==> src/design/sprlm_pkg.sv <==
package sprlm_pkg;

    localparam int SAMPLE_BITS   = 24;
    localparam int COUNT_BITS    = 16;
    localparam int TALLY_BITS    = COUNT_BITS + 1;
    localparam int SQ_BITS       = 2 * SAMPLE_BITS;
    localparam int SUM_BITS      = 63;

    localparam int CFG_ADDR_BITS = 1;
    localparam int CFG_DATA_BITS = SAMPLE_BITS;

    localparam int IN_DATA_BITS  = ((2 * SAMPLE_BITS + 7) / 8) * 8;
    localparam int OUT_FLD_BITS  = 6 * SAMPLE_BITS + 2;
    localparam int OUT_DATA_BITS = ((OUT_FLD_BITS + 7) / 8) * 8;

    localparam int QUEUE_DEPTH   = 2;
    localparam int QUEUE_PTR_BITS = (QUEUE_DEPTH > 1) ? $clog2(QUEUE_DEPTH) : 1;
    localparam int QUEUE_LVL_BITS = $clog2(QUEUE_DEPTH + 1);

    // restoring divide: one quotient bit per cycle; root: one result bit per cycle
    localparam int DIV_STEPS     = SUM_BITS;
    localparam int SQRT_STEPS    = (SUM_BITS + 1) / 2;
    localparam int STEP_BITS     = $clog2(DIV_STEPS);
    localparam int SQRT_IDX_BITS = $clog2(SQRT_STEPS);

    // 0.99 of full scale, rounded up
    localparam logic [SAMPLE_BITS-1:0] CLIP_RESET =
        SAMPLE_BITS'((99 * (64'd1 << (SAMPLE_BITS - 1)) + 99) / 100);
    localparam logic [TALLY_BITS-1:0] TALLY_LIMIT = {1'b1, {COUNT_BITS{1'b0}}};

    typedef enum logic [CFG_ADDR_BITS-1:0] {
        REG_CHANNEL_MODE   = 1'b0,
        REG_CLIP_THRESHOLD = 1'b1
    } t_cfg_reg;

    // finished block handed from the front to the back
    typedef struct packed {
        logic                   stereo;
        logic                   clip;
        logic                   ovf;
        logic [TALLY_BITS-1:0]  tally;
        logic [SAMPLE_BITS-1:0] lpeak;
        logic [SAMPLE_BITS-1:0] rpeak;
        logic [SUM_BITS-1:0]    lsum;
        logic [SUM_BITS-1:0]    rsum;
    } t_snap;

    // last member sits in the lowest bits
    typedef struct packed {
        logic                   count_overflow;
        logic                   clip_seen;
        logic [SAMPLE_BITS-1:0] rms_level;
        logic [SAMPLE_BITS-1:0] peak_level;
        logic [SAMPLE_BITS-1:0] rms_right;
        logic [SAMPLE_BITS-1:0] rms_left;
        logic [SAMPLE_BITS-1:0] peak_right;
        logic [SAMPLE_BITS-1:0] peak_left;
    } t_result;

    function automatic logic [SAMPLE_BITS-1:0] magnitude(input logic [SAMPLE_BITS-1:0] raw);
        return raw[SAMPLE_BITS-1] ? SAMPLE_BITS'(~raw + SAMPLE_BITS'(1)) : raw;
    endfunction

    function automatic logic [SUM_BITS-1:0] sum_sat(input logic [SUM_BITS-1:0] acc,
                                                    input logic [SQ_BITS-1:0]  sq);
        logic [SUM_BITS:0] s;
        s = {1'b0, acc} + (SUM_BITS + 1)'(sq);
        return s[SUM_BITS] ? {SUM_BITS{1'b1}} : s[SUM_BITS-1:0];
    endfunction

endpackage

==> src/design/sprlm_front.sv <==
module sprlm_front (
    input  logic                                  i_clk,
    input  logic                                  i_rst_n,
    input  logic                                  i_accept,
    input  logic [sprlm_pkg::SAMPLE_BITS-1:0]     i_left,
    input  logic [sprlm_pkg::SAMPLE_BITS-1:0]     i_right,
    input  logic                                  i_last,
    input  logic                                  i_stereo,
    input  logic [sprlm_pkg::SAMPLE_BITS-1:0]     i_threshold,
    input  logic [sprlm_pkg::QUEUE_LVL_BITS-1:0]  i_q_level,
    output logic                                  o_ready,
    output logic                                  o_push,
    output sprlm_pkg::t_snap                      o_snap
);
    import sprlm_pkg::*;

    logic [SAMPLE_BITS-1:0] w_la, w_ra;
    logic [SQ_BITS-1:0]     w_lsq, w_rsq;

    logic                   r_s1_valid;
    logic                   r_s1_last;
    logic [SAMPLE_BITS-1:0] r_s1_la, r_s1_ra;
    logic [SQ_BITS-1:0]     r_s1_lsq, r_s1_rsq;

    logic [SAMPLE_BITS-1:0] r_lpeak, r_rpeak, n_lpeak, n_rpeak;
    logic [SUM_BITS-1:0]    r_lsum, r_rsum, n_lsum, n_rsum;
    logic [TALLY_BITS-1:0]  r_tally, n_tally;
    logic                   r_clip, r_ovf, n_clip, n_ovf;
    logic                   w_room;
    logic [QUEUE_LVL_BITS:0] w_claimed;

    // stage 0: magnitudes and squares
    assign w_la  = magnitude(i_left);
    assign w_ra  = magnitude(i_right);
    assign w_lsq = SQ_BITS'(w_la) * SQ_BITS'(w_la);
    assign w_rsq = SQ_BITS'(w_ra) * SQ_BITS'(w_ra);

    // slots taken now plus a block end still in stage 1
    assign w_claimed = {1'b0, i_q_level} + (QUEUE_LVL_BITS + 1)'(r_s1_valid & r_s1_last);
    assign o_ready   = w_claimed < (QUEUE_LVL_BITS + 1)'(QUEUE_DEPTH);

    // stage 1: accumulate
    always_comb begin
        w_room  = ~r_tally[COUNT_BITS];
        n_lpeak = (r_s1_la > r_lpeak) ? r_s1_la : r_lpeak;
        n_rpeak = (i_stereo && (r_s1_ra > r_rpeak)) ? r_s1_ra : r_rpeak;
        n_clip  = r_clip | (r_s1_la >= i_threshold) | (i_stereo & (r_s1_ra >= i_threshold));
        n_lsum  = w_room ? sum_sat(r_lsum, r_s1_lsq) : r_lsum;
        n_rsum  = (w_room && i_stereo) ? sum_sat(r_rsum, r_s1_rsq) : r_rsum;
        n_tally = w_room ? TALLY_BITS'(r_tally + TALLY_BITS'(1)) : r_tally;
        n_ovf   = r_ovf | ~w_room;
    end

    assign o_push       = r_s1_valid & r_s1_last;
    assign o_snap.stereo = i_stereo;
    assign o_snap.clip  = n_clip;
    assign o_snap.ovf   = n_ovf;
    assign o_snap.tally = n_tally;
    assign o_snap.lpeak = n_lpeak;
    assign o_snap.rpeak = n_rpeak;
    assign o_snap.lsum  = n_lsum;
    assign o_snap.rsum  = n_rsum;

    always_ff @(posedge i_clk) begin
        if (i_accept) begin
            r_s1_la   <= w_la;
            r_s1_ra   <= w_ra;
            r_s1_lsq  <= w_lsq;
            r_s1_rsq  <= w_rsq;
            r_s1_last <= i_last;
        end
    end

    always_ff @(posedge i_clk) begin
        if (!i_rst_n) begin
            r_s1_valid <= 1'b0;
            r_lpeak    <= '0;
            r_rpeak    <= '0;
            r_lsum     <= '0;
            r_rsum     <= '0;
            r_tally    <= '0;
            r_clip     <= 1'b0;
            r_ovf      <= 1'b0;
        end else begin
            r_s1_valid <= i_accept;
            if (r_s1_valid) begin
                if (r_s1_last) begin
                    r_lpeak <= '0;
                    r_rpeak <= '0;
                    r_lsum  <= '0;
                    r_rsum  <= '0;
                    r_tally <= '0;
                    r_clip  <= 1'b0;
                    r_ovf   <= 1'b0;
                end else begin
                    r_lpeak <= n_lpeak;
                    r_rpeak <= n_rpeak;
                    r_lsum  <= n_lsum;
                    r_rsum  <= n_rsum;
                    r_tally <= n_tally;
                    r_clip  <= n_clip;
                    r_ovf   <= n_ovf;
                end
            end
        end
    end

    a_tally_bound: assert property (@(posedge i_clk) disable iff (!i_rst_n)
        r_tally <= TALLY_LIMIT)
        else $error("frame tally beyond saturation limit");

endmodule

==> config.mk <==
export PLATFORM = sky130hd
export DESIGN_NAME = sprlm_front
export DESIGN_NICKNAME = d
export VERILOG_FILES = /design/src/design/sprlm_pkg.sv /design/src/design/sprlm_front.sv
export SDC_FILE = /design/constraint.sdc
export NUM_CORES = 2
export LEC_CHECK = 0
export BUFFER_PORTS_ARGS = -buffer_cell sky130_fd_sc_hd__clkbuf_2
export CAP_MARGIN = 20
export CORE_ASPECT_RATIO = 1.2
export CORE_UTILIZATION = 40
export DETAILED_ROUTE_END_ITERATION = 6
export GPL_ROUTABILITY_DRIVEN = 0
export GPL_TIMING_DRIVEN = 0
export PLACE_DENSITY = 0.57
export SYNTH_ARGS = -nofsm -noshare
export SYNTH_HDL_FRONTEND = slang
export SYNTH_SLANG_ARGS = --single-unit
==> constraint.sdc <==
create_clock -name i_clk -period 12 [get_ports i_clk]
set_clock_uncertainty 0.2 [all_clocks]
set_input_delay 3.6 -clock i_clk [delete_from_list [all_inputs] [get_ports i_clk]]
set_output_delay 3.6 -clock i_clk [all_outputs]
set_load 0.02 [all_outputs]
Word level (Yosys, flattened, before mapping). Index checks and enable logic that the tools add are counted.

Bits in registers: 339. Latch bits: 0. Memory bits (writable): 0. Bits in read-only memories: 0. Logic and storage cells: 53. Memories kept: 0.

$add $sub $neg: 6. Multiply operators: 2. Divide/modulo/power cells: 0. Order comparisons: 5. Equal/unequal tests: 0. Shift-type cells: 0. Multiplexer cells: 16. Bitwise logic cells: 9. Reduce and logical (&&, ||, !) cells: 2.

Operators with widths (count): $mux 63 (6); $mux 24 (6); $add 63x48->64 (2); $mul 24x24->48 (2); $add 24x1->24 const B (2); $ge 24x24->1 (2); $gt 24x24->1 (2); $not 24->24 (2); $mux 17 (2); $add 17x1->17 const B (1); $add 2x1->3 (1); $and 1x1->1 (3); $lt 3x2->1 const B (1); $or 1x1->1 (3); $logic_and 1x1->1 (2); $mux 1 (2); $not 1->1 (1).

Logic depth before layout (Yosys ltp).
Depth after elaboration: 4. Gate-level depth with buffers: 37.

Worst setup path before layout. OpenSTA, ideal clock, no wires.

Path kind: input-to-reg. Start point: input port i_left[0] in the netlist's numbering. End point: register r_s1_lsq[45], data pin. Setup time: 0.265 ns. Arrival: 12.395 ns. Data required time: 11.535 ns. Slack: -0.860 ns. Cell stages on the path: 31. Cells stage by stage: inv_1 > clkbuf_1 > ha_1 > nor2b_1 > nand3_1 > or4_1 > or4_1 > o41a_1 > xnor2_2 > clkbuf_1 > nor2_1 > fa_1 > fa_1 > fa_1 > fa_1 > fa_1 > fa_1 > inv_1 > fa_1 > inv_1 > ha_1 > a21o_1 > a21oi_1 > o21bai_1 > a311o_1 > a21o_1 > o2111ai_1 > a31oi_1 > a221oi_1 > o21ai_0 > xor2_1.

Longest elaborated chain between the ends: 4.

Ends and longest elaborated chain: start, declared (RTL line sprlm_front.sv:5) `input logic [sprlm_pkg::SAMPLE_BITS-1:0] i_left,`; $not 24->24 (RTL line sprlm_pkg.sv:61) `return raw[SAMPLE_BITS-1] ? SAMPLE_BITS'(~raw + SAMPLE_BITS'(1)) : raw;`; $add 24x1->24 (RTL line sprlm_pkg.sv:61); $mux 24 * (RTL line sprlm_pkg.sv:61); $mul 24x24->48 * (RTL line sprlm_front.sv:35) `assign w_lsq = SQ_BITS'(w_la) * SQ_BITS'(w_la);`; net w_lsq[45] (RTL line sprlm_front.sv:18) `logic [SQ_BITS-1:0] w_lsq, w_rsq;`; end signal, assigned (RTL line sprlm_front.sv:68) `r_s1_lsq <= w_lsq;`; end, declared (RTL line sprlm_front.sv:23) `logic [SQ_BITS-1:0] r_s1_lsq, r_s1_rsq;`.

The timed path passes the listed nets; every way through them passes the cells marked *. A chain may end at the register's enable or synchronous reset.

Final worst setup path. Ends and elaborated chain as after synthesis.

==> impl_metrics.csv <==
group,metric,value,unit
setup_path,crit_path_end_kind,"flip-flop",
cells_and_area,fill_cells,13140,
global_routing,grt_usage,26.16,%
clock_tree,cts.clk_slew.worst_paths,0.06,ns
setup_path,start_kind,"primary input",
run,cap_violations,0,
global_routing,antenna_found_initial,25,
setup_path,max_stage_delay,0.53,ns
setup_path,r2r-start,"r_s1_ra[0]$_DFFE_PP_",
yosys,yosysUniqueCellTypes,103,
floorplanning,initial_core_util,40.34,%
floorplanning,die_height,407.0,um
route,first_pass_iters,5,
setup_path,path_common_cell,"fa_1",
sta,fmax,82.47,MHz
route,viasPerCell,5.356,
sta,tns,-0.6856,ns
floorplanning,rows,148,
cells_and_area,area_growth,15.26,%
cells_and_area,finalNetCount,8055,
yosys,yosysTopAreaCellShare,31.19,%
route,ant_nets,0,
sta,grt_setup_unrepaired,"yes",
floorplanning,core_area,0.1356,sq mm
setup_path,required,12.12,ns
clock_tree,clk_latency,0.59,ns
outcome,status,"finished with violations",
outcome,violations,"setup timing",
floorplanning,die_area,0.1382,sq mm
hold_path,min_path_type,"reg -> reg",
yosys,synth_seq_cells,335,
yosys,syn_avg_cell_area,8.939,sq um
clock_tree,root_buffer,"clkbuf_16",
clock_tree,cts_inserted_buffers,36,
sta,setup_viol,9,
yosys,ys.flop_type,"dfxtp_1",
setup_path,cp_max_fo,7,
yosys,netlist_area,0.05468,sq mm
sta,drv_slew,0,
place,hpwl,149600,um
global_routing,grt_pass1_vias,46320,
yosys,seq_area_frac_synth,14.85,%
yosys,synth_cells,6117,
route,routedWlPerCell,21.58,um
route,route.detailed.drc,0,
clock_tree,ctsHtreeMaxLevel,2,
hold_path,hp-start,"r_ovf$_SDFFE_PN0P_",
sta,period_share,101.1,%
route,wirelength,181900,um
place,io_buffer_count,274,
global_routing,grt_max_degree,99,
hold_path,hold_end,"r_ovf$_SDFFE_PN0P_",
floorplanning,die_width,339.5,um
hold_path,hold_depth,2,
clock_tree,ctsLongestPathBuffers,3,
route,drt_iter0_drc,3008,
sta,maxSlewHeadroom,27.95,%
route,num_vias,45140,
sta,final-hold-violation-count,0,
setup_path,crit_family,"adder cells",
cells_and_area,final_common_cell,"inv_1",
setup_path,critPathBufInv,8,
setup_path,path_class,"in -> reg",
place,placed_cells,8234,
global_routing,overflow,0,
floorplanning,io_pins,275,
clock_tree,cts_sinks,335,
setup_path,reg2regPathDepth,13,
yosys,synthTopCellsByArea,"fa_1 31%, ha_1 12%, inv_1 8.8%",
clock_tree,cts_tree,"built",
yosys,yosysWarningCount,0,
setup_path,critical_path.slowest_cell,"fa_1",
global_routing,grt_pass1_wl,275600,um
cells_and_area,final_util,46.50,%
setup_path,rrSetupSlack,7.36,ns
clock_tree,cts_hold_buffers,0,
sta,holdWs,0.2712,ns
yosys,synth_edf_count,141,
setup_path,rr_endpoint,"r_rsum[50]$_SDFFE_PN0P_",
cells_and_area,layoutNonFillerInstCount,8427,
sta,post-route-min-period,12.13,ns
sta,fin_ws,-0.1261,ns
cells_and_area,drive_gt1_share,13.43,%
setup_path,cp_data_arrival_time,12.25,ns
sta,worstMarginPinSlew,1.077,ns
cells_and_area,final_cell_mix,"1240 x inv_1, 835 x fa_1, 505 x ha_1",
yosys,synth_top_area_cell,"fa_1",
yosys,async_flop_share,0,%
==> layout make-up <==
type                    instances  area, sq um  share of cell area, %
inverters                    1297         4940                  7.838
multi-input cells            4277        42540                  67.49
diodes                          6        15.01                0.02382
repair buffers                411         2596                  4.119
well taps                    1800         2252                  3.573
flip-flops and latches        335         8118                  12.88
clock inverters                21        274.0                 0.4348
plain buffers                 236         1333                  2.114
clock buffers                  44        962.2                  1.527
==> repair_timing <==
item / in CTS / in global routing
cloned: 1 / 0
pin swaps: 90 / 123
setup endpoints to repair: 61 / 34
resized for setup: 282 / 205
endpoints found under the hold margin: 0 / 0
setup buffers: 69 / 56
==> worst register-to-register path: stages, from the launching register on <==
cell and delay (ns):
edfxtp_1 0.54, ha_1 0.29, ha_1 0.22, a211oi_1 0.32
o21ai_1 0.14, a311oi_1 0.49, o21a_1 0.26, o21ai_1 0.14
a31oi_2 0.52, o211ai_1 0.44, and2_1 0.33, clkbuf_1 0.23
a41oi_1 0.28, a311oi_1 0.07
==> worst max path at each step <==
stage               cells after the start                endpoint        from  slack, ns
detailed placement                     34  r_s1_rsq[43]$_DFFE_PP_  i_right[0]      -3.43
CTS                                    32  r_s1_lsq[45]$_DFFE_PP_   i_left[0]      -0.20
finish                                 33  r_s1_lsq[45]$_DFFE_PP_   i_left[0]      -0.13
global placement                       31  r_s1_rsq[43]$_DFFE_PP_  i_right[0]      -3.57
floorplan                              32  r_s1_lsq[45]$_DFFE_PP_   i_left[0]      -0.07
global route                           33  r_s1_lsq[45]$_DFFE_PP_   i_left[0]      -0.37
==> cells in the mapped netlist, types with 14 or more instances <==
library cell and count:
o21ai_0 187, nand2b_1 36, mux2_2 34, a41oi_1 28, clkbuf_1 205, nor2_1 443
ha_1 530, dfxtp_1 194, o21bai_1 32, a22o_1 95, nor3_1 44, nor4_1 17
a2bb2oi_1 24, o211ai_1 17, o21a_1 43, nand3b_1 26, a31oi_1 69, a21o_1 153
fa_1 852, inv_1 1277, nand4_1 64, buf_2 20, edfxtp_1 141, or4_1 14
xor2_1 91, and3_1 73, a22oi_1 16, a21oi_1 248, a211o_1 14, o31a_1 14
a211oi_1 30, o31ai_1 16, and2_1 40, nand3_1 96, nor2b_1 50, nand2_1 493
xnor2_1 158
==> stage by stage <==
stage          worst slack (ns)  cell area, sq um
2_1_floorplan          -0.06737             55000
6_report                -0.1261             63030
5_1_grt                 -0.3657             63010
3_5_place_dp             -3.432             58800
4_1_cts                 -0.2048             61890
3_3_place_gp             -3.569             58630
==> metal layers <==
layer	share of wire, %	vias up	GRT usage [%]
met3	8.0	345	4.423
li1	-	20790	-
met4	3.7	28	8.503
met1	42	22410	34.58
met5	0.11	-	0
met2	47	1571	43.43
==> kinds of logic after synthesis <==
family,share of synthesized area [%]
buffers and inverters,10.63
and+or+nand+nor,12.38
adders and majority gates,43.32
AOI/OAI and AO/OA,13.79
DFF,14.85
xor gates and xnor gates,4.128
muxes,0.9061
other,0.01373
==> registers in the layout (all words and copies together) (netlist names), 17 cells and up <==
signal and cells:
r_lpeak 24, r_lsum 63, r_rpeak 24, r_rsum 63, r_s1_la 24, r_s1_lsq 46
r_s1_ra 24, r_s1_rsq 46, r_tally 17
Power is not shown: default switching activity piles up to over one toggle a cycle in this logic, so the estimate is an artifact.
