`src/design/sprlm_pkg.sv`:
```
package sprlm_pkg;

    localparam int SAMPLE_BITS   = 24;
    localparam int COUNT_BITS    = 16;
    localparam int TALLY_BITS    = COUNT_BITS + 1;
    localparam int SQ_BITS       = 2 * SAMPLE_BITS;
    localparam int SUM_BITS      = 63;

    localparam int CFG_ADDR_BITS = 1;
    localparam int CFG_DATA_BITS = SAMPLE_BITS;

    localparam int IN_DATA_BITS  = ((2 * SAMPLE_BITS + 7) / 8) * 8;
    localparam int OUT_FLD_BITS  = 6 * SAMPLE_BITS + 2;
    localparam int OUT_DATA_BITS = ((OUT_FLD_BITS + 7) / 8) * 8;

    localparam int QUEUE_DEPTH   = 2;
    localparam int QUEUE_PTR_BITS = (QUEUE_DEPTH > 1) ? $clog2(QUEUE_DEPTH) : 1;
    localparam int QUEUE_LVL_BITS = $clog2(QUEUE_DEPTH + 1);

    // restoring divide: one quotient bit per cycle; root: one result bit per cycle
    localparam int DIV_STEPS     = SUM_BITS;
    localparam int SQRT_STEPS    = (SUM_BITS + 1) / 2;
    localparam int STEP_BITS     = $clog2(DIV_STEPS);
    localparam int SQRT_IDX_BITS = $clog2(SQRT_STEPS);

    // 0.99 of full scale, rounded up
    localparam logic [SAMPLE_BITS-1:0] CLIP_RESET =
        SAMPLE_BITS'((99 * (64'd1 << (SAMPLE_BITS - 1)) + 99) / 100);
    localparam logic [TALLY_BITS-1:0] TALLY_LIMIT = {1'b1, {COUNT_BITS{1'b0}}};

    typedef enum logic [CFG_ADDR_BITS-1:0] {
        REG_CHANNEL_MODE   = 1'b0,
        REG_CLIP_THRESHOLD = 1'b1
    } t_cfg_reg;

    // finished block handed from the front to the back
    typedef struct packed {
        logic                   stereo;
        logic                   clip;
        logic                   ovf;
        logic [TALLY_BITS-1:0]  tally;
        logic [SAMPLE_BITS-1:0] lpeak;
        logic [SAMPLE_BITS-1:0] rpeak;
        logic [SUM_BITS-1:0]    lsum;
        logic [SUM_BITS-1:0]    rsum;
    } t_snap;

    // last member sits in the lowest bits
    typedef struct packed {
        logic                   count_overflow;
        logic                   clip_seen;
        logic [SAMPLE_BITS-1:0] rms_level;
        logic [SAMPLE_BITS-1:0] peak_level;
        logic [SAMPLE_BITS-1:0] rms_right;
        logic [SAMPLE_BITS-1:0] rms_left;
        logic [SAMPLE_BITS-1:0] peak_right;
        logic [SAMPLE_BITS-1:0] peak_left;
    } t_result;

    function automatic logic [SAMPLE_BITS-1:0] magnitude(input logic [SAMPLE_BITS-1:0] raw);
        return raw[SAMPLE_BITS-1] ? SAMPLE_BITS'(~raw + SAMPLE_BITS'(1)) : raw;
    endfunction

    function automatic logic [SUM_BITS-1:0] sum_sat(input logic [SUM_BITS-1:0] acc,
                                                    input logic [SQ_BITS-1:0]  sq);
        logic [SUM_BITS:0] s;
        s = {1'b0, acc} + (SUM_BITS + 1)'(sq);
        return s[SUM_BITS] ? {SUM_BITS{1'b1}} : s[SUM_BITS-1:0];
    endfunction

endpackage

```
`src/design/sprlm_queue.sv`:
```
module sprlm_queue (
    input  logic                                  i_clk,
    input  logic                                  i_rst_n,
    input  logic                                  i_push,
    input  sprlm_pkg::t_snap                      i_data,
    input  logic                                  i_pop,
    output sprlm_pkg::t_snap                      o_data,
    output logic                                  o_empty,
    output logic [sprlm_pkg::QUEUE_LVL_BITS-1:0]  o_level
);
    import sprlm_pkg::*;

    t_snap                     r_mem [QUEUE_DEPTH];
    logic [QUEUE_PTR_BITS-1:0] r_wr_ptr, r_rd_ptr;
    logic [QUEUE_LVL_BITS-1:0] r_level;

    function automatic logic [QUEUE_PTR_BITS-1:0] ptr_inc(input logic [QUEUE_PTR_BITS-1:0] p);
        return (p == QUEUE_PTR_BITS'(QUEUE_DEPTH - 1)) ? '0 : QUEUE_PTR_BITS'(p + 1'b1);
    endfunction

    assign o_data  = r_mem[r_rd_ptr];
    assign o_empty = (r_level == '0);
    assign o_level = r_level;

    always_ff @(posedge i_clk) begin
        if (i_push) begin
            r_mem[r_wr_ptr] <= i_data;
        end
    end

    always_ff @(posedge i_clk) begin
        if (!i_rst_n) begin
            r_wr_ptr <= '0;
            r_rd_ptr <= '0;
            r_level  <= '0;
        end else begin
            if (i_push) r_wr_ptr <= ptr_inc(r_wr_ptr);
            if (i_pop)  r_rd_ptr <= ptr_inc(r_rd_ptr);
            if (i_push && !i_pop)      r_level <= QUEUE_LVL_BITS'(r_level + 1'b1);
            else if (!i_push && i_pop) r_level <= QUEUE_LVL_BITS'(r_level - 1'b1);
        end
    end

    a_no_overrun: assert property (@(posedge i_clk) disable iff (!i_rst_n)
        (i_push && !i_pop) |-> (r_level < QUEUE_LVL_BITS'(QUEUE_DEPTH)))
        else $error("block queue overrun");

    a_no_underrun: assert property (@(posedge i_clk) disable iff (!i_rst_n)
        i_pop |-> !o_empty)
        else $error("pop from empty block queue");

endmodule

```
`config.mk`:
```
export PLATFORM = sky130hd
export DESIGN_NAME = sprlm_queue
export DESIGN_NICKNAME = d
export VERILOG_FILES = /design/src/design/sprlm_pkg.sv /design/src/design/sprlm_queue.sv
export SDC_FILE = /design/constraint.sdc
export NUM_CORES = 1
export LEC_CHECK = 0
export BUFFER_PORTS_ARGS = -buffer_cell sky130_fd_sc_hd__buf_2
export CORE_AREA = 2 2 171 173
export CTS_BUF_LIST = sky130_fd_sc_hd__clkbuf_16
export DETAILED_ROUTE_END_ITERATION = 10
export DIE_AREA = 0 0 173 175
export HOLD_SLACK_MARGIN = 0.03
export PLACE_DENSITY = 0.84
export SKIP_LAST_GASP = 1
export SLEW_MARGIN = 10
export SYNTH_ARGS = -nofsm -noshare
export SYNTH_HDL_FRONTEND = slang
export SYNTH_SLANG_ARGS = --single-unit
```
`constraint.sdc`:
```
create_clock -name i_clk -period 13.45 [get_ports i_clk]
set_clock_uncertainty 0.15 [all_clocks]
set_input_delay 2.0175 -clock i_clk [delete_from_list [all_inputs] [get_ports i_clk]]
set_output_delay 2.0175 -clock i_clk [all_outputs]
set_load 0.01 [all_outputs]
```
# Yosys cells after proc, flatten, opt, wreduce, memory -nomap -nowiden
# Memory sizes are Yosys's and may differ from the RTL's. A register that Yosys moved wholly into a read port is not among the register bits.
# Cells that the tools add are included.
# W data, S select, Z words.
[totals]
n_memories = 1
regBits = 4
inputBits = 198
mem_bits_rw = 388
out_inout_bits = 197
[classes]
addsub = 4
n_reduce_logical = 6
mux = 8
[memory_table]
columns = ["name", "depth", "word_bits", "rd", "rd_ports_with_merged_regs", "write_ports", "line_no", "text"]
rows = [
  ["r_mem", 2, 194, 1, 1, 1, "sprlm_queue.sv:13", "t_snap r_mem [QUEUE_DEPTH];"],
]
[ops]
columns = ["op", "n"]
rows = [
  ["$mux W1", 6],
  ["$mux W2", 2],
  ["$add A1 B1 Y1 const B", 2],
  ["$add A2 B1 Y2 const B", 1],
  ["$logic_and A1 B1 Y1", 2],
  ["$logic_not A1 Y1", 2],
  ["$logic_not A2 Y1", 1],
  ["$reduce_bool A2 Y1", 1],
  ["$sub A2 B1 Y2 const B", 1],
]

# Logic depth before layout (Yosys ltp)
# Gate-level depths: netlist of the first run.
[depth]
word_depth = 4
ltp_mapped = 5
ltp_nobuf = 5

# Least setup slack after synthesis of the first run
# No wires, ideal clock.
[synth_timing]
path_kind = "input-to-reg"
startpoint = "input i_push"
endpoint = "register r_wr_ptr"
arrival_ns = 11.101
stages = 2
path_slack_ns = 2.101
t_required_ns = 13.202
cell_sequence = "nor2b_1 o21a_1"
[synth_rtl]
columns = ["item", "line_no", "text"]
rows = [
  ["start, declared", "sprlm_queue.sv:4", "input logic i_push,"],
  ["end signal, assigned", "sprlm_queue.sv:37", "if (i_push) r_wr_ptr <= ptr_inc(r_wr_ptr);"],
  ["end, declared", "sprlm_queue.sv:14", "logic [QUEUE_PTR_BITS-1:0] r_wr_ptr, r_rd_ptr;"],
]

==> impl_metrics.py, run 1 <==
metrics = {
    "detailed_routing": {
        "via_count": 7286,
        "drt-initial-drc-count": 407,
        "routed_wl_mm": 28.7,
        "dr.pass1.iters": 4,
        "avgViaCountPerCell": 4.98,
        "ant_nets": 0,
        "drc": 0,
        "wl_per_cell_um": 19.7,
    },
    "clock_tree": {
        "cts_made_buffers": 39,
        "worst_setup_hold_path_clk_slew_ns": 0.06,
        "insertion_delay_ns": 0.51,
        "root_buffer": "clkbuf_16",
        "clockBufferDepth": 3,
        "cts_hold_buf": 0,
        "cts_resized": 0,
        "post_cts_buffers": 0,
        "htree_levels": 2,
        "cts.sink_count": 393,
        "tritoncts": "yes",
    },
    "setup_path": {
        "crit_top_cell": "buf_4",
        "max_stage_delay_ns": 0.91,
        "arrival_ns": 3.50,
        "critPathKind": "reg2out",
        "slowest_stage": "buf_4",
        "startpoint_type": "flip-flop",
        "end_kind": "primary output",
        "r2r_setup_slack_ns": 10.83,
        "worst_ep_required_time_ns": 11.28,
        "path_cells": "buf_4 > buf_4 > mux2_2 > buf_2",
        "critPathMaxFanout": 59,
    },
    "placement": {
        "hpwl_mm": 19.3,
        "placed_cell_area_um2": 17200,
        "io_buffers": 394,
        "gp_congestion": 0.761,
        "place_inst": 1389,
    },
    "global_route": {
        "grt_pass1_vias": 7917,
        "grt_max_degree": 78,
        "grt_use_total_pct": 18.6,
        "grt_overflow": 0,
        "grt_pass1_wl_mm": 43.2,
        "antenna_found_initial": 8,
    },
    "timing": {
        "hold_viol": 0,
        "worst_slew_pin_slew_ns": 1.07,
        "finalCriticalPeriod_ns": 5.67,
        "hold_slack_ns": 0.373,
        "relSlewSlack_pct": 28.7,
        "finalCritPeriodShare_pct": 42.2,
        "setup_violations": 0,
        "maxSlewViolCount": 0,
        "grt_setup_unrepaired": "false",
        "fmax_mhz": 176,
        "fin_tns_setup_ns": 0,
    },
    "finish": {
        "mostFrequentLayoutCell": "buf_2",
        "final_cell_mix": "buf_2, edfxtp_1, mux2_4",
        "final_nets": 1245,
        "layout-drive-gt1-share_pct": 60.9,
        "layout.cells.non_filler": 1462,
        "finalInstanceArea_um2": 18400,
        "area_delta_synth_final_pct": 23.5,
    },
    "synthesis": {
        "synth_ff_type": "edfxtp_1",
        "syn_area_per_cell_um2": 23.8,
        "yosys_warnings": 0,
        "syn_area_um2": 14900,
        "synthArstFlopShare_pct": 0,
        "synth_edf_count": 388,
        "seq_area_frac_synth_pct": 79.0,
        "synth_seq_cells": 393,
        "syn-num-nets": 824,
        "yosysUniqueCellTypes": 18,
        "synth_cells": 625,
    },
    "power_and_ir_drop": {
        "power_density_nw_per_um2": 149,
        "leakagePower_uw": 0.00726,
        "vdd_ir_drop_max_v": 0.000120,
        "power_uw": 2740,
    },
    "floorplanning": {
        "die_x_um": 173,
        "ioPinCount": 395,
        "core_um2": 28400,
        "die_area_um2": 30300,
        "row_count": 62,
        "start_util_pct": 52.4,
        "fp.dieH_um": 175,
    },
    "run": {
        "maxCapViolCount": 0,
    },
    "min_path": {
        "hold_class": "reg2reg",
    },
    "run_status": {
        "status": "finished clean",
    },
}
power breakdown:
group	total [uW]	switching (uW)	internal (uW)
Sequential	1440	22.8	1420
Combinational	303	147	156
Clock	999	427	572
Total	2740	597	2150
per-stage QoR:
| stage | setup slack [ns] | utilization [%] |
|---|---|---|
| after floorplan | 2.10 | - |
| after global placement | 8.28 | 60.5 |
| after detailed placement | 8.25 | 60.5 |
| after CTS | 7.69 | 64.7 |
| after global routing | 7.56 | 64.7 |
| final | 7.78 | 64.7 |
cells in the mapped netlist, types with 2 or more instances:
cell	instances	share of area [%]
edfxtp_1	388	78
mux2_4	160	16
mux2_2	34	2.6
buf_6	18	1.4
dfxtp_1	5	0.67
and2_1	4	0.17
buf_2	3	0.10
nor2b_1	2	0.084
xor2_1	2	0.12
critical path, delay by kind of cell, from the launching register on:
kind,cells,cell delay (ns)
flops,1,0.82
buf+inv,3,1.69
mux,1,0.42
per-layer routing:
| layer | vias up | part of all wire [%] | GRT usage [%] |
|---|---|---|---|
| met4 | 4 | 2.8 | 6.71 |
| met5 | - | 0.087 | 0 |
| met1 | 3560 | 36 | 20.6 |
| li1 | 3338 | - | - |
| met2 | 323 | 52 | 33.0 |
| met3 | 61 | 9.0 | 6.66 |
worst paths after layout:
kind / startpoint / end / depth (start not counted)
worst max-delay path: flip-flop / o_data[180] / 4
worst min-delay path: o_level[1] / o_level[1] / 2
worst max register to register: r_wr_ptr / r_mem[0][62] / 3
worst min register to register: o_level[1] / o_level[1] / 2
flip-flops by register name, indices dropped and copies added, names as in the netlist, named ones only:
| name | count |
|---|---|
| r_rd_ptr | 1 |
| r_wr_ptr | 1 |
| o_level | 2 |
| r_mem | 388 |
layout make-up:
cell class	instances	area (um^2)
multi-input cells	209	2900
flip-flops and latches	393	11800
fillers	1979	10000
inverters	1	3.75
diodes	5	12.5
well taps	384	480
clock inverters	27	166
repair buffers	402	2030
clock buffers	41	1030
logic make-up (layout without fill, tap and decap cells):
kind of cell / count (synthesis) / count (layout) / synth area share, %
DFF: 393 / 393 / 79.0
muxes: 194 / 194 / 18.7
buffers and inverters: 23 / 471 / 1.59
and+or+nand+nor: 8 / 8 / 0.320
AOI/OAI and AO/OA: 3 / 3 / 0.135
xor gates and xnor gates: 3 / 3 / 0.177
adders and majority gates: 1 / 1 / 0.0841
other: 0 / 5 / 0
Note: power is estimated with default switching activity, not from simulation.
==> inputs of run 2 (changes only) <==
Settings changed: CORE_AREA 2 2 171 173 to 2 2 181 183, DIE_AREA 0 0 173 175 to 0 0 183 185, PLACE_DENSITY 0.84 to 0.8.
Clock period 13.45 ns to 5.2 ns, I/O delays scaled along.
==> impl_metrics.py, run 2 (same netlist as run 1, synthesis figures left out) <==
metrics = {
    "run_status": {
        "status": "finished clean",
    },
    "floorplanning": {
        "die_x_um": 183,
        "start_util_pct": 46.4,
        "core_um2": 32000,
        "die_area_um2": 33900,
        "row_count": 66,
        "ioPinCount": 395,
        "fp.dieH_um": 185,
    },
    "power_and_ir_drop": {
        "power_uw": 7350,
        "leakagePower_uw": 0.00739,
        "power_density_nw_per_um2": 394,
        "vdd_ir_drop_max_v": 0.000283,
    },
    "global_route": {
        "antenna_found_initial": 7,
        "grtUsageMet1_pct": 18.1,
        "grt-busiest-layer": "met2",
        "gr-usage-met2_pct": 28.9,
        "grt_overflow": 0,
        "grt_use_total_pct": 16.3,
        "gr-usage-met3_pct": 5.98,
        "grt_pass1_wl_mm": 42.0,
        "grt_max_degree": 101,
        "grt_pass1_vias": 7684,
    },
    "timing": {
        "relSlewSlack_pct": 27.8,
        "maxSlewViolCount": 0,
        "grt_setup_unrepaired": "false",
        "finalCritPeriodShare_pct": 67.7,
        "hold_slack_ns": 0.294,
        "hold_viol": 0,
        "worst_slew_pin_slew_ns": 1.08,
        "fin_tns_setup_ns": 0,
        "setup_violations": 0,
        "setup_ws_ns": 1.68,
        "fmax_mhz": 284,
        "finalCriticalPeriod_ns": 3.52,
    },
    "detailed_routing": {
        "routed_wl_mm": 29.0,
        "drc": 0,
        "drt-initial-drc-count": 360,
        "wl_per_cell_um": 19.4,
        "dr.pass1.iters": 4,
        "avgViaCountPerCell": 4.89,
        "ant_nets": 0,
        "via_count": 7317,
    },
    "setup_path": {
        "critPathMaxFanout": 58,
        "r2r-start": "r_wr_ptr",
        "worst_ep_required_time_ns": 4.27,
        "end_kind": "primary output",
        "critPathKind": "reg2out",
        "r2r_setup_slack_ns": 3.08,
        "arrival_ns": 2.59,
        "startpoint_type": "flip-flop",
    },
    "clock_tree": {
        "post_cts_buffers": 0,
        "insertion_delay_ns": 0.52,
        "worst_setup_hold_path_clk_slew_ns": 0.06,
        "cts_made_buffers": 40,
        "htree_levels": 2,
        "root_buffer": "clkbuf_16",
        "cts_resized": 0,
        "tritoncts": "yes",
        "clockBufferDepth": 3,
        "cts_hold_buf": 0,
        "cts.sink_count": 393,
    },
    "finish": {
        "largest-register": "r_mem",
        "final_cell_mix": "buf_2, edfxtp_1, mux2_4",
        "largest_reg_flops": 388,
        "mostFrequentLayoutCell": "buf_2",
        "layout-drive-gt1-share_pct": 60.6,
        "area_delta_synth_final_pct": 25.2,
        "final_nets": 1249,
    },
    "placement": {
        "io_buffers": 394,
        "pre_cts_ws_ns": 2.17,
        "gp_congestion": 0.830,
        "hpwl_mm": 19.4,
    },
    "run": {
        "maxCapViolCount": 0,
    },
    "min_path": {
        "hold_start": "i_data[146]",
        "hold_class": "in2reg",
    },
}
run 2: path summary, 6_finish.rpt:
path	end	depth (start not counted)
worst max register to register	r_mem[1][24]	2
worst min register to register	o_level[1]	2
worst max-delay path	o_data[85]	3
worst min-delay path	r_mem[0][146]	1
run 2: final cells by class:
class                      count  area [um^2]
antenna                        6         15.0
timing repair buffer         405         2130
sequential                   393        11800
inverter                       1         3.75
clock buffer                  41         1030
multi-input combinational    209         2900
tap                          408          510
clock inverter                32          293
fill                        2380        13400
run 2: critical path: stages (launching register included):
cell     delay, ns
dfxtp_4       1.08
buf_4         0.48
mux2_4        0.34
buf_2         0.15
run 2: layer usage:
metal  vias up  part of all wire, %
met4         2                  2.2
li1       3358                    -
met3        54                  9.5
met2       310                   52
met1      3593                   37
met5         -                0.045
run 2: through the flow:
| step | instances | cell area, um^2 | util (%) |
|---|---|---|---|
| final | 1495 | 18600 | 58.2 |
| after detailed placement | 1416 | 17300 | 54.0 |
| after global routing | 1494 | 18600 | 58.1 |
| after global placement | 1416 | 17300 | 54.0 |
| after CTS | 1489 | 18600 | 58.1 |
| after floorplan | 625 | 14900 | - |
run 2: power breakdown:
part	total, uW	switching, uW	internal, uW
clock	2830	1100	1720
combinational	791	378	413
sequential	3730	66.4	3670
