**config.mk**
```make
export PLATFORM = sky130hd
export DESIGN_NAME = sprlm_back
export DESIGN_NICKNAME = d
export VERILOG_FILES = /design/src/design/sprlm_pkg.sv /design/src/design/sprlm_root.sv /design/src/design/sprlm_back.sv
export SDC_FILE = /design/constraint.sdc
export NUM_CORES = 2
export LEC_CHECK = 0
export ABC_CLOCK_PERIOD_IN_PS = 10600
export BUFFER_PORTS_ARGS = -buffer_cell sky130_fd_sc_hd__buf_2
export CAP_MARGIN = 30
export CORE_MARGIN = 3
export CORE_UTILIZATION = 62
export CTS_CLUSTER_SIZE = 8
export DETAILED_ROUTE_END_ITERATION = 10
export HOLD_SLACK_MARGIN = 0.12
export PLACE_DENSITY_LB_ADDON = 0.12
export SLEW_MARGIN = 30
export SYNTH_ARGS = -nofsm -noshare
export SYNTH_HDL_FRONTEND = slang
export SYNTH_HIERARCHICAL = 1
export SYNTH_SLANG_ARGS = --single-unit
```
**constraint.sdc**
```tcl
create_clock -name i_clk -period 10.6 [get_ports i_clk]
set_clock_uncertainty 0.1 [all_clocks]
set_input_delay 1.59 -clock i_clk [delete_from_list [all_inputs] [get_ports i_clk]]
set_output_delay 1.59 -clock i_clk [all_outputs]
set_load 0.02 [all_outputs]
```
**src/design/sprlm_pkg.sv**
```systemverilog
package sprlm_pkg;

    localparam int SAMPLE_BITS   = 24;
    localparam int COUNT_BITS    = 16;
    localparam int TALLY_BITS    = COUNT_BITS + 1;
    localparam int SQ_BITS       = 2 * SAMPLE_BITS;
    localparam int SUM_BITS      = 63;

    localparam int CFG_ADDR_BITS = 1;
    localparam int CFG_DATA_BITS = SAMPLE_BITS;

    localparam int IN_DATA_BITS  = ((2 * SAMPLE_BITS + 7) / 8) * 8;
    localparam int OUT_FLD_BITS  = 6 * SAMPLE_BITS + 2;
    localparam int OUT_DATA_BITS = ((OUT_FLD_BITS + 7) / 8) * 8;

    localparam int QUEUE_DEPTH   = 2;
    localparam int QUEUE_PTR_BITS = (QUEUE_DEPTH > 1) ? $clog2(QUEUE_DEPTH) : 1;
    localparam int QUEUE_LVL_BITS = $clog2(QUEUE_DEPTH + 1);

    // restoring divide: one quotient bit per cycle; root: one result bit per cycle
    localparam int DIV_STEPS     = SUM_BITS;
    localparam int SQRT_STEPS    = (SUM_BITS + 1) / 2;
    localparam int STEP_BITS     = $clog2(DIV_STEPS);
    localparam int SQRT_IDX_BITS = $clog2(SQRT_STEPS);

    // 0.99 of full scale, rounded up
    localparam logic [SAMPLE_BITS-1:0] CLIP_RESET =
        SAMPLE_BITS'((99 * (64'd1 << (SAMPLE_BITS - 1)) + 99) / 100);
    localparam logic [TALLY_BITS-1:0] TALLY_LIMIT = {1'b1, {COUNT_BITS{1'b0}}};

    typedef enum logic [CFG_ADDR_BITS-1:0] {
        REG_CHANNEL_MODE   = 1'b0,
        REG_CLIP_THRESHOLD = 1'b1
    } t_cfg_reg;

    // finished block handed from the front to the back
    typedef struct packed {
        logic                   stereo;
        logic                   clip;
        logic                   ovf;
        logic [TALLY_BITS-1:0]  tally;
        logic [SAMPLE_BITS-1:0] lpeak;
        logic [SAMPLE_BITS-1:0] rpeak;
        logic [SUM_BITS-1:0]    lsum;
        logic [SUM_BITS-1:0]    rsum;
    } t_snap;

    // last member sits in the lowest bits
    typedef struct packed {
        logic                   count_overflow;
        logic                   clip_seen;
        logic [SAMPLE_BITS-1:0] rms_level;
        logic [SAMPLE_BITS-1:0] peak_level;
        logic [SAMPLE_BITS-1:0] rms_right;
        logic [SAMPLE_BITS-1:0] rms_left;
        logic [SAMPLE_BITS-1:0] peak_right;
        logic [SAMPLE_BITS-1:0] peak_left;
    } t_result;

    function automatic logic [SAMPLE_BITS-1:0] magnitude(input logic [SAMPLE_BITS-1:0] raw);
        return raw[SAMPLE_BITS-1] ? SAMPLE_BITS'(~raw + SAMPLE_BITS'(1)) : raw;
    endfunction

    function automatic logic [SUM_BITS-1:0] sum_sat(input logic [SUM_BITS-1:0] acc,
                                                    input logic [SQ_BITS-1:0]  sq);
        logic [SUM_BITS:0] s;
        s = {1'b0, acc} + (SUM_BITS + 1)'(sq);
        return s[SUM_BITS] ? {SUM_BITS{1'b1}} : s[SUM_BITS-1:0];
    endfunction

endpackage

```
**src/design/sprlm_root.sv**
```systemverilog
module sprlm_root (
    input  logic                               i_clk,
    input  logic                               i_rst_n,
    input  logic                               i_start,
    input  logic [sprlm_pkg::SUM_BITS-1:0]     i_sum,
    input  logic [sprlm_pkg::TALLY_BITS-1:0]   i_count,
    output logic                               o_done,
    output logic [sprlm_pkg::SAMPLE_BITS-1:0]  o_root
);
    import sprlm_pkg::*;

    typedef enum logic [1:0] {ST_IDLE, ST_DIV, ST_SQRT, ST_DONE} t_state;

    t_state                r_state;
    logic [STEP_BITS-1:0]  r_step;
    logic [SUM_BITS-1:0]   r_num;   // dividend, then quotient, then root remainder
    logic [SUM_BITS-1:0]   r_res;
    logic [TALLY_BITS-1:0] r_rem, r_den;

    logic [TALLY_BITS:0]   w_shift;
    logic                  w_div_ge;
    logic [TALLY_BITS-1:0] w_div_rem;
    logic [SUM_BITS-1:0]   w_div_num;
    logic [SUM_BITS-1:0]   w_bit;
    logic [SUM_BITS:0]     w_trial;
    logic                  w_sq_ge;
    logic [SUM_BITS-1:0]   w_sq_num, w_sq_res;

    always_comb begin
        w_shift   = {r_rem, r_num[SUM_BITS-1]};
        w_div_ge  = w_shift >= {1'b0, r_den};
        w_div_rem = w_div_ge ? TALLY_BITS'(w_shift - {1'b0, r_den}) : w_shift[TALLY_BITS-1:0];
        w_div_num = {r_num[SUM_BITS-2:0], w_div_ge};

        w_bit    = SUM_BITS'(1) << {r_step[SQRT_IDX_BITS-1:0], 1'b0};
        w_trial  = {1'b0, r_res} + {1'b0, w_bit};
        w_sq_ge  = {1'b0, r_num} >= w_trial;
        w_sq_num = w_sq_ge ? SUM_BITS'({1'b0, r_num} - w_trial) : r_num;
        w_sq_res = w_sq_ge ? SUM_BITS'((r_res >> 1) + w_bit) : (r_res >> 1);
    end

    assign o_done = (r_state == ST_DONE);
    assign o_root = r_res[SAMPLE_BITS-1:0];

    always_ff @(posedge i_clk) begin
        if (!i_rst_n) begin
            r_state <= ST_IDLE;
            r_step  <= '0;
        end else begin
            unique case (r_state) inside
                ST_IDLE, ST_DONE: begin
                    if (i_start) begin
                        r_num   <= i_sum;
                        r_den   <= i_count;
                        r_rem   <= '0;
                        r_step  <= STEP_BITS'(DIV_STEPS - 1);
                        r_state <= ST_DIV;
                    end
                end
                ST_DIV: begin
                    r_num <= w_div_num;
                    r_rem <= w_div_rem;
                    if (r_step == '0) begin
                        r_res   <= '0;
                        r_step  <= STEP_BITS'(SQRT_STEPS - 1);
                        r_state <= ST_SQRT;
                    end else begin
                        r_step <= r_step - 1'b1;
                    end
                end
                ST_SQRT: begin
                    r_num <= w_sq_num;
                    r_res <= w_sq_res;
                    if (r_step == '0) r_state <= ST_DONE;
                    else              r_step  <= r_step - 1'b1;
                end
                default: r_state <= ST_IDLE;
            endcase
        end
    end

    a_root_width: assert property (@(posedge i_clk) disable iff (!i_rst_n)
        (r_state == ST_DONE) |-> (r_res[SUM_BITS-1:SQRT_STEPS] == '0))
        else $error("square root wider than half the radicand");

endmodule

```
**src/design/sprlm_back.sv**
```systemverilog
module sprlm_back (
    input  logic                  i_clk,
    input  logic                  i_rst_n,
    input  logic                  i_empty,
    input  sprlm_pkg::t_snap      i_head,
    output logic                  o_pop,
    output logic                  o_valid,
    input  logic                  i_ready,
    output sprlm_pkg::t_result    o_result
);
    import sprlm_pkg::*;

    typedef enum logic {ST_IDLE, ST_RUN} t_state;

    t_state                 r_state;
    logic                   r_valid;
    t_result                r_result;
    logic                   r_stereo, r_clip, r_ovf;
    logic [SAMPLE_BITS-1:0] r_lpeak, r_rpeak;

    logic                   w_start;
    logic                   w_l_done, w_r_done;
    logic [SAMPLE_BITS-1:0] w_l_root, w_r_root;
    logic                   w_out_free;
    logic                   w_load;
    t_result                w_result;

    assign w_start    = (r_state == ST_IDLE) && !i_empty;
    assign o_pop      = w_start;
    assign w_out_free = !r_valid || i_ready;
    assign w_load     = (r_state == ST_RUN) && w_l_done && w_r_done && w_out_free;

    sprlm_root u_root_l (
        .i_clk   (i_clk),
        .i_rst_n (i_rst_n),
        .i_start (w_start),
        .i_sum   (i_head.lsum),
        .i_count (i_head.tally),
        .o_done  (w_l_done),
        .o_root  (w_l_root)
    );

    sprlm_root u_root_r (
        .i_clk   (i_clk),
        .i_rst_n (i_rst_n),
        .i_start (w_start),
        .i_sum   (i_head.rsum),
        .i_count (i_head.tally),
        .o_done  (w_r_done),
        .o_root  (w_r_root)
    );

    always_comb begin
        w_result.clip_seen      = r_clip;
        w_result.count_overflow = r_ovf;
        if (r_stereo) begin
            w_result.peak_left  = r_lpeak;
            w_result.peak_right = r_rpeak;
            w_result.rms_left   = w_l_root;
            w_result.rms_right  = w_r_root;
            w_result.peak_level = (r_lpeak > r_rpeak) ? r_lpeak : r_rpeak;
            w_result.rms_level  = (w_l_root > w_r_root) ? w_l_root : w_r_root;
        end else begin
            w_result.peak_left  = '0;
            w_result.peak_right = '0;
            w_result.rms_left   = '0;
            w_result.rms_right  = '0;
            w_result.peak_level = r_lpeak;
            w_result.rms_level  = w_l_root;
        end
    end

    assign o_valid  = r_valid;
    assign o_result = r_result;

    always_ff @(posedge i_clk) begin
        if (!i_rst_n) begin
            r_state <= ST_IDLE;
            r_valid <= 1'b0;
        end else begin
            if (w_load) begin
                r_valid  <= 1'b1;
                r_result <= w_result;
            end else if (i_ready) begin
                r_valid <= 1'b0;
            end
            unique case (r_state)
                ST_IDLE: begin
                    if (w_start) begin
                        r_stereo <= i_head.stereo;
                        r_clip   <= i_head.clip;
                        r_ovf    <= i_head.ovf;
                        r_lpeak  <= i_head.lpeak;
                        r_rpeak  <= i_head.rpeak;
                        r_state  <= ST_RUN;
                    end
                end
                ST_RUN: begin
                    if (w_load) r_state <= ST_IDLE;
                end
                default: r_state <= ST_IDLE;
            endcase
        end
    end

    a_lanes_in_step: assert property (@(posedge i_clk) disable iff (!i_rst_n)
        w_l_done == w_r_done)
        else $error("left and right root lanes out of step");

    a_load_needs_room: assert property (@(posedge i_clk) disable iff (!i_rst_n)
        (r_valid && !i_ready) |=> !$past(w_load))
        else $error("result overwritten while stalled");

endmodule

```
### Yosys cells after proc, flatten, opt, wreduce, memory -nomap -nowiden

Cells that the tools add are included.

| word-level totals | value |
|---|---|
| latch bits | 0 |
| memories kept | 0 |
| flip-flop bits (word level) | 535 |
| memory bits (writable) | 0 |
| memory bits (read-only) | 0 |

| operators by class | value |
|---|---|
| shift-type cells | 2 |
| $lt $le $gt $ge | 6 |
| $add $sub $neg | 10 |
| equality and inequality tests | 16 |
| $mul | 0 |
| divide/modulo/power cells | 0 |
| bitwise gates (word level) | 1 |
| reduce and logical (&&, ||, !) cells | 34 |
| multiplexer cells | 39 |

Operator list:

| kind | count |
|---|---|
| 63-bit two-way mux | 8 |
| 63-bit one-hot mux with 3 select lines | 2 |
| 63-bit one-hot mux with 2 select lines | 2 |
| 144-bit two-way mux | 1 |
| 63-bit by 63-bit adder with 64-bit output | 2 |
| 63-bit by 64-bit greater-or-equal comparator with 1-bit output | 2 |
| 62-bit by 63-bit adder with 63-bit output | 2 |
| 1-bit by 6-bit << shifter with 63-bit output (first input constant) | 2 |
| 63-bit subtractor | 2 |
| 17-bit one-hot mux with 2 select lines | 2 |
| 17-bit two-way mux | 3 |
| 24-bit greater-than comparator | 2 |
| 24-bit two-way mux | 2 |
| 18-bit by 17-bit greater-or-equal comparator with 1-bit output | 2 |
| 6-bit one-hot mux with 3 select lines | 2 |
| 17-bit subtractor | 2 |
| 3-bit AND reduction | 11 |
| 6-bit two-way mux | 5 |
| 6-bit zero test | 2 |
| 2-bit != test (second input constant) | 6 |
| 2-bit one-hot mux with 3 select lines | 2 |
| 6-bit by 1-bit subtractor with 6-bit output (second input constant) | 2 |
| 2-bit two-way mux | 5 |
| 2-bit nonzero test | 5 |
| other kinds (14) | 32 |

### Logic depth before layout (Yosys ltp)

| logic depth | value |
|---|---|
| depth after elaboration | 6 |
| depth in mapped cells | 32 |

### By module

Netlist, hierarchy kept.

Modules (own cells, without submodules):

| module | instances | sequential area each (µm²) | cells each | area an instance (µm²) |
|---|---|---|---|---|
| sprlm_root (u_root_l) | 1 | 4964.8 | 2069 | 17272.8 |
| sprlm_root (u_root_r) | 1 | 4964.8 | 2051 | 17216.5 |
| sprlm_back | 1 | 5955.7 | 541 | 8545.7 |

### Worst setup path after synthesis

No wires, ideal clock.

| timing path | value |
|---|---|
| path kind | register -> register |
| from | register u_root_r.r_step[2] |
| to | register u_root_r.r_num[0], enable pin |
| buffers on the path | 4 |
| arrival | 8.205 ns |
| setup slack | 1.790 ns |
| stages on the path, launching flop included | 29 |
| cells stage by stage | dfxtp_1 > buf_2 > clkbuf_1 > inv_1 > nand2_1 > nor2_1 > ha_1 > ha_1 > and2_1 > o21ai_0 > a211oi_1 > o221ai_1 > a211oi_2 > o21ai_1 > nand2_1 > a41oi_2 > nand2_1 > o311ai_1 > xor2_1 > ha_1 > clkbuf_1 > nand4_1 > a21oi_1 > nor3b_1 > o21ai_0 > o311ai_2 > a21o_2 > buf_2 > a21oi_1 |

| between the ends | value |
|---|---|
| longest elaborated chain between the ends | 5 |

Ends and longest elaborated chain:

| element | RTL line | text |
|---|---|---|
| from (decl) | sprlm_root.sv:15 | `logic [STEP_BITS-1:0] r_step;` |
| from (signal assigned) | sprlm_root.sv:56 | `r_step <= STEP_BITS'(DIV_STEPS - 1);` |
| from (signal assigned) | sprlm_root.sv:65 | `r_step <= STEP_BITS'(SQRT_STEPS - 1);` |
| from (signal assigned) | sprlm_root.sv:68 | `r_step <= r_step - 1'b1;` |
| 1-bit by 6-bit << shifter with 63-bit output | sprlm_root.sv:35 | `w_bit = SUM_BITS'(1) << {r_step[SQRT_IDX_BITS-1:0], 1'b0};` |
| 63-bit by 63-bit adder with 64-bit output | sprlm_root.sv:36 | `w_trial = {1'b0, r_res} + {1'b0, w_bit};` |
| 63-bit by 64-bit greater-or-equal comparator with 1-bit output | sprlm_root.sv:37 | `w_sq_ge = {1'b0, r_num} >= w_trial;` |
| 2-bit by 1-bit != test with 1-bit output (no source line) | n/a |  |
| 4-bit AND reduction (no source line) | n/a |  |
| to (signal assigned) | sprlm_root.sv:53 | `r_num <= i_sum;` |
| to (signal assigned) | sprlm_root.sv:61 | `r_num <= w_div_num;` |
| to (signal assigned) | sprlm_root.sv:72 | `r_num <= w_sq_num;` |
| to (decl) | sprlm_root.sv:16 | `logic [SUM_BITS-1:0] r_num;` |

No other way between the ends.
A chain may end at the register's enable or synchronous reset.

### Worst setup path in the final report

| timing path | value |
|---|---|
| from | register u_root_l.r_step[2] |
| to | register u_root_l.r_res[11], data pin |

| between the ends | value |
|---|---|
| longest elaborated chain between the ends | 5 |
| elaborated cells between the ends (all ways) | 6 |

Ends and longest elaborated chain:

| element | RTL line | text |
|---|---|---|
| from (decl) | sprlm_root.sv:15 |  |
| from (signal assigned) | sprlm_root.sv:56 |  |
| from (signal assigned) | sprlm_root.sv:65 |  |
| from (signal assigned) | sprlm_root.sv:68 |  |
| 1-bit by 6-bit << shifter with 63-bit output (*) | sprlm_root.sv:35 |  |
| 63-bit by 63-bit adder with 64-bit output | sprlm_root.sv:36 |  |
| 63-bit by 64-bit greater-or-equal comparator with 1-bit output | sprlm_root.sv:37 |  |
| 63-bit two-way mux (*) | sprlm_root.sv:39 | `w_sq_res = w_sq_ge ? SUM_BITS'((r_res >> 1) + w_bit) : (r_res >> 1);` |
| 63-bit one-hot mux with 2 select lines (*) | sprlm_root.sv:50 | `unique case (r_state) inside` |
| to (signal assigned) | sprlm_root.sv:73 | `r_res <= w_sq_res;` |
| to (decl) | sprlm_root.sv:17 | `logic [SUM_BITS-1:0] r_res;` |

Mark *: on every way between the ends. The rest lies on a longest branch, timed or not.

==> flow_summary.yaml <==
run_status:
  outcome: "finished, final reports clean"
timing:
  post-route-period-util: 0.740
  worst_slew_pin_slew_ns: 0.922
  maxSlewViolCount: 0
  max_freq_mhz: 127
  rsz0062_at_grt: "false"
  accumulated_negative_setup_slack_ns: 0
  post-route-worst-setup-slack_ns: 2.75
  hold_viol_final: 0
  whs_ns: 0.325
  relSlewSlack: 0.385
  setup_viol_count_final: 0
  final.min_clock_period_ns: 7.85
synthesis:
  synth_largest_type_area_fraction: 0.361
  netlist_area_mm2: 0.0430
  synthesized_area_divided_by_synthesized_cell_count_um2: 9.23
  postSynthRegisterBits: 535
  post_synth_num_cell_types: 116
  ys.warnings.count: 6
  adder_cell_share_of_the_synthesized_area: 0.102
  multiplexer_area_fraction_after_synthesis: 0.0253
  postSynthCellCount: 4661
  synth-compound-area-share: 0.212
  asyncSetResetFlopFracSynth: 0
  seq_area_frac_synth: 0.369
  synth-main-ff-cell: "sky130_fd_sc_hd__edfxtp_1"
  synth_top_family_by_area: "compound AO/OA/AOI/OAI gates"
  syn-num-nets: 5199
  synth-edff-count: 517
  synthXorXnorAreaFrac: 0.0788
  synth_top_area_cell: "sky130_fd_sc_hd__edfxtp_1"
  synth_top_cells_by_area: "sky130_fd_sc_hd__edfxtp_1 (36%), sky130_fd_sc_hd__ha_1 (9.8%), sky130_fd_sc_hd__a21oi_1 (4.1%)"
  synthSimpleGateAreaFrac: 0.165
routing:
  drt_first_pass_iters: 6
  drtAntennaViolNets: 0
  finalWirelength_mm: 124
  initialDrtViolationCount: 3597
  vias_per_cell: 6.40
  wl_per_cell_um: 21.4
  post-route-drc-count: 0
  vias: 37200
floorplanning:
  floorplan.io_pins: 346
  starting_density_of_the_core: 0.633
  num_rows: 95
  fp.coreArea_mm2: 0.0680
  die-area_mm2: 0.0726
  die_width_um: 269
  die_h_um: 269
power_and_ir_drop:
  sequentialPowerShare: 0.284
  switching_share: 0.450
  power.density_cell_area_mw_per_mm2: 271
  cellLeakagePower_nw: 18.4
  net_load_switching_power_w: 0.00576
  power.share.combinational: 0.536
  vdd_ir_drop_max_v: 0.000213
  pwr-share-clk: 0.180
  internal-power_w: 0.00702
global_routing:
  initial_antenna_violation_count: 2
  global_route.usage.total: 0.329
  global_route.overflow_total: 0
  grt_pass1_vias: 35000
  first_pass_grt_wire_length_mm: 193
  grt_max_degree: 100
critical_path:
  cp_data_required_time_ns: 10.84
  timing.critical_path.arrival_ns: 8.09
  critPathCaptureType: "flop"
  timing.critical_path.from_type: "flop"
  worst-path-max-fanout: 82
  worstSetupPathType: "reg -> reg"
clocking:
  cts.repair_timing.setup_buffer_count: 0
  cts_tree: "yes"
  htree_num_levels: 3
  ctsRootBufferMaster: "sky130_fd_sc_hd__clkbuf_16"
  maximum_clock_path_buffer_count: 3
  tritoncts_num_sinks: 535
  cts_repair_resize_count: 0
  worst_setup_hold_path_clk_slew_ns: 0.05
  clkLatencyLatePin_ns: 0.64
  cts_made_buffers: 78
  post_cts_hold_buffer_count: 0
place:
  io_buffers: 345
  place_congestion: 0.970
  place_hpwl_mm: 92.1
  place_ws_ns: 3.05
  numPlacedInstances: 5699
final_layout:
  layout.cells.most_common: "sky130_fd_sc_hd__edfxtp_1"
  most-common-layout-cells: "sky130_fd_sc_hd__edfxtp_1 (517), sky130_fd_sc_hd__nand2_1 (430), sky130_fd_sc_hd__nor2_1 (379)"
  layoutNonFillerInstCount: 5815
  utilization: 0.694
  area.growth.synth_to_final_pct: 9.68
  layout.filler_cells: 5523
  finalNetCount: 5397
  layout-drive-gt1-share: 0.129
run:
  maxCapViolCount: 0
hold_path:
  min_path_type: "reg -> reg"
flip-flops by register name, summed over array words and instances, names as in the netlist, 2 cells and up:
name,flops
u_root_r/r_num,63
u_root_l/r_state,2
u_root_r/r_rem,17
u_root_l/r_rem,17
r_lpeak,24
u_root_r/r_state,2
u_root_l/r_den,17
u_root_r/r_den,17
u_root_l/r_num,63
u_root_r/r_res,63
u_root_l/r_res,63
u_root_r/r_step,6
r_rpeak,24
o_result,146
u_root_l/r_step,6
cell type report:
| class | count | area, µm² | area share |
|---|---|---|---|
| multi-input cells | 3652 | 25200 | 0.533 |
| diodes | 2 | 5.00 | 0.000106 |
| flip-flops and latches | 535 | 15900 | 0.337 |
| clock inverters | 10 | 154 | 0.00326 |
| well taps | 921 | 1150 | 0.0244 |
| clock buffers | 103 | 2060 | 0.0436 |
| repair buffers | 375 | 1960 | 0.0415 |
| inverters | 217 | 815 | 0.0173 |
layer usage:
| metal | global-route usage | wire [µm] | vias to the layer above | part of all wire |
|---|---|---|---|---|
| li1 | - | - | 17700 | - |
| met5 | 0 | 0 | - | 0 |
| met2 | 0.541 | 58100 | 1536 | 0.47 |
| met1 | 0.444 | 52500 | 17800 | 0.42 |
| met3 | 0.0560 | 9750 | 247 | 0.078 |
| met4 | 0.111 | 3930 | 0 | 0.032 |
final timing paths:
check / cells after the start / slack (ns) / start / end
worst min register to register: 0 / 0.33 / r_ovf / o_result[145]
worst max register to register: 25 / 2.75 / u_root_l/r_step[2] / u_root_l/r_res[11]
worst max-delay path: 25 / 2.75 / u_root_l/r_step[2] / u_root_l/r_res[11]
worst min-delay path: 0 / 0.33 / r_ovf / o_result[145]
Yosys cell counts, types with 59 or more instances:
master,n
sky130_fd_sc_hd__a21o_1,88
sky130_fd_sc_hd__a21oi_1,353
sky130_fd_sc_hd__a221oi_1,59
sky130_fd_sc_hd__a31oi_1,107
sky130_fd_sc_hd__and2_1,140
sky130_fd_sc_hd__clkbuf_1,161
sky130_fd_sc_hd__edfxtp_1,517
sky130_fd_sc_hd__ha_1,336
sky130_fd_sc_hd__inv_1,215
sky130_fd_sc_hd__nand2_1,431
sky130_fd_sc_hd__nand3_1,74
sky130_fd_sc_hd__nand4_1,91
sky130_fd_sc_hd__nor2_1,381
sky130_fd_sc_hd__nor2b_1,63
sky130_fd_sc_hd__o21ai_0,268
sky130_fd_sc_hd__xnor2_1,195
sky130_fd_sc_hd__xor2_1,192
per-stage QoR:
| stage | area (µm²) | power [W] |
|---|---|---|
| global route | 47200 | 0.0137 |
| floorplan | 43000 | 0.00872 |
| global placement | 45000 | 0.0103 |
| CTS | 47200 | 0.0127 |
| finish | 47200 | 0.0128 |
| detailed placement | 45000 | 0.0103 |
cells by family after synthesis:
kind of cell,Yosys count
buffers and inverters,474
DFF,535
adders and majority gates,348
muxes,94
xor gates and xnor gates,387
AOI/OAI and AO/OA,1375
and+or+nand+nor,1448
worst max-delay path: stages, from the launching register on:
cell,delay [ns]
sky130_fd_sc_hd__dfxtp_1,0.72
sky130_fd_sc_hd__inv_1,0.25
sky130_fd_sc_hd__nand2_1,0.25
sky130_fd_sc_hd__nor2_1,0.13
sky130_fd_sc_hd__ha_1,0.24
sky130_fd_sc_hd__ha_1,0.24
sky130_fd_sc_hd__o211a_1,0.23
sky130_fd_sc_hd__o22ai_1,0.15
sky130_fd_sc_hd__o21ai_1,0.18
sky130_fd_sc_hd__a311oi_1,0.70
sky130_fd_sc_hd__o211ai_1,0.35
sky130_fd_sc_hd__a21oi_1,0.36
sky130_fd_sc_hd__nor2_1,0.13
sky130_fd_sc_hd__a31oi_1,0.29
sky130_fd_sc_hd__nor2b_1,0.10
sky130_fd_sc_hd__xnor2_1,0.17
sky130_fd_sc_hd__ha_1,0.50
sky130_fd_sc_hd__nand4_1,0.14
sky130_fd_sc_hd__nor4_1,0.42
sky130_fd_sc_hd__nor4bb_1,0.41
sky130_fd_sc_hd__or3_1,0.19
sky130_fd_sc_hd__o211a_2,0.17
sky130_fd_sc_hd__buf_4,0.62
sky130_fd_sc_hd__a21boi_0,0.29
sky130_fd_sc_hd__xnor2_1,0.14
sky130_fd_sc_hd__nor2_1,0.05
power by group through the flow:
| stage | combinational [W] | sequential, W | clock, W |
|---|---|---|---|
| 3_3_place_gp | 0.00665 | 0.00363 | 0 |
| 6_report | 0.00685 | 0.00362 | 0.00230 |
| 5_1_grt | 0.00758 | 0.00366 | 0.00245 |
| 2_1_floorplan | 0.00541 | 0.00331 | 0 |
| 4_1_cts | 0.00675 | 0.00360 | 0.00235 |
| 3_5_place_dp | 0.00671 | 0.00363 | 0 |
(Power assumes the default switching activity.)
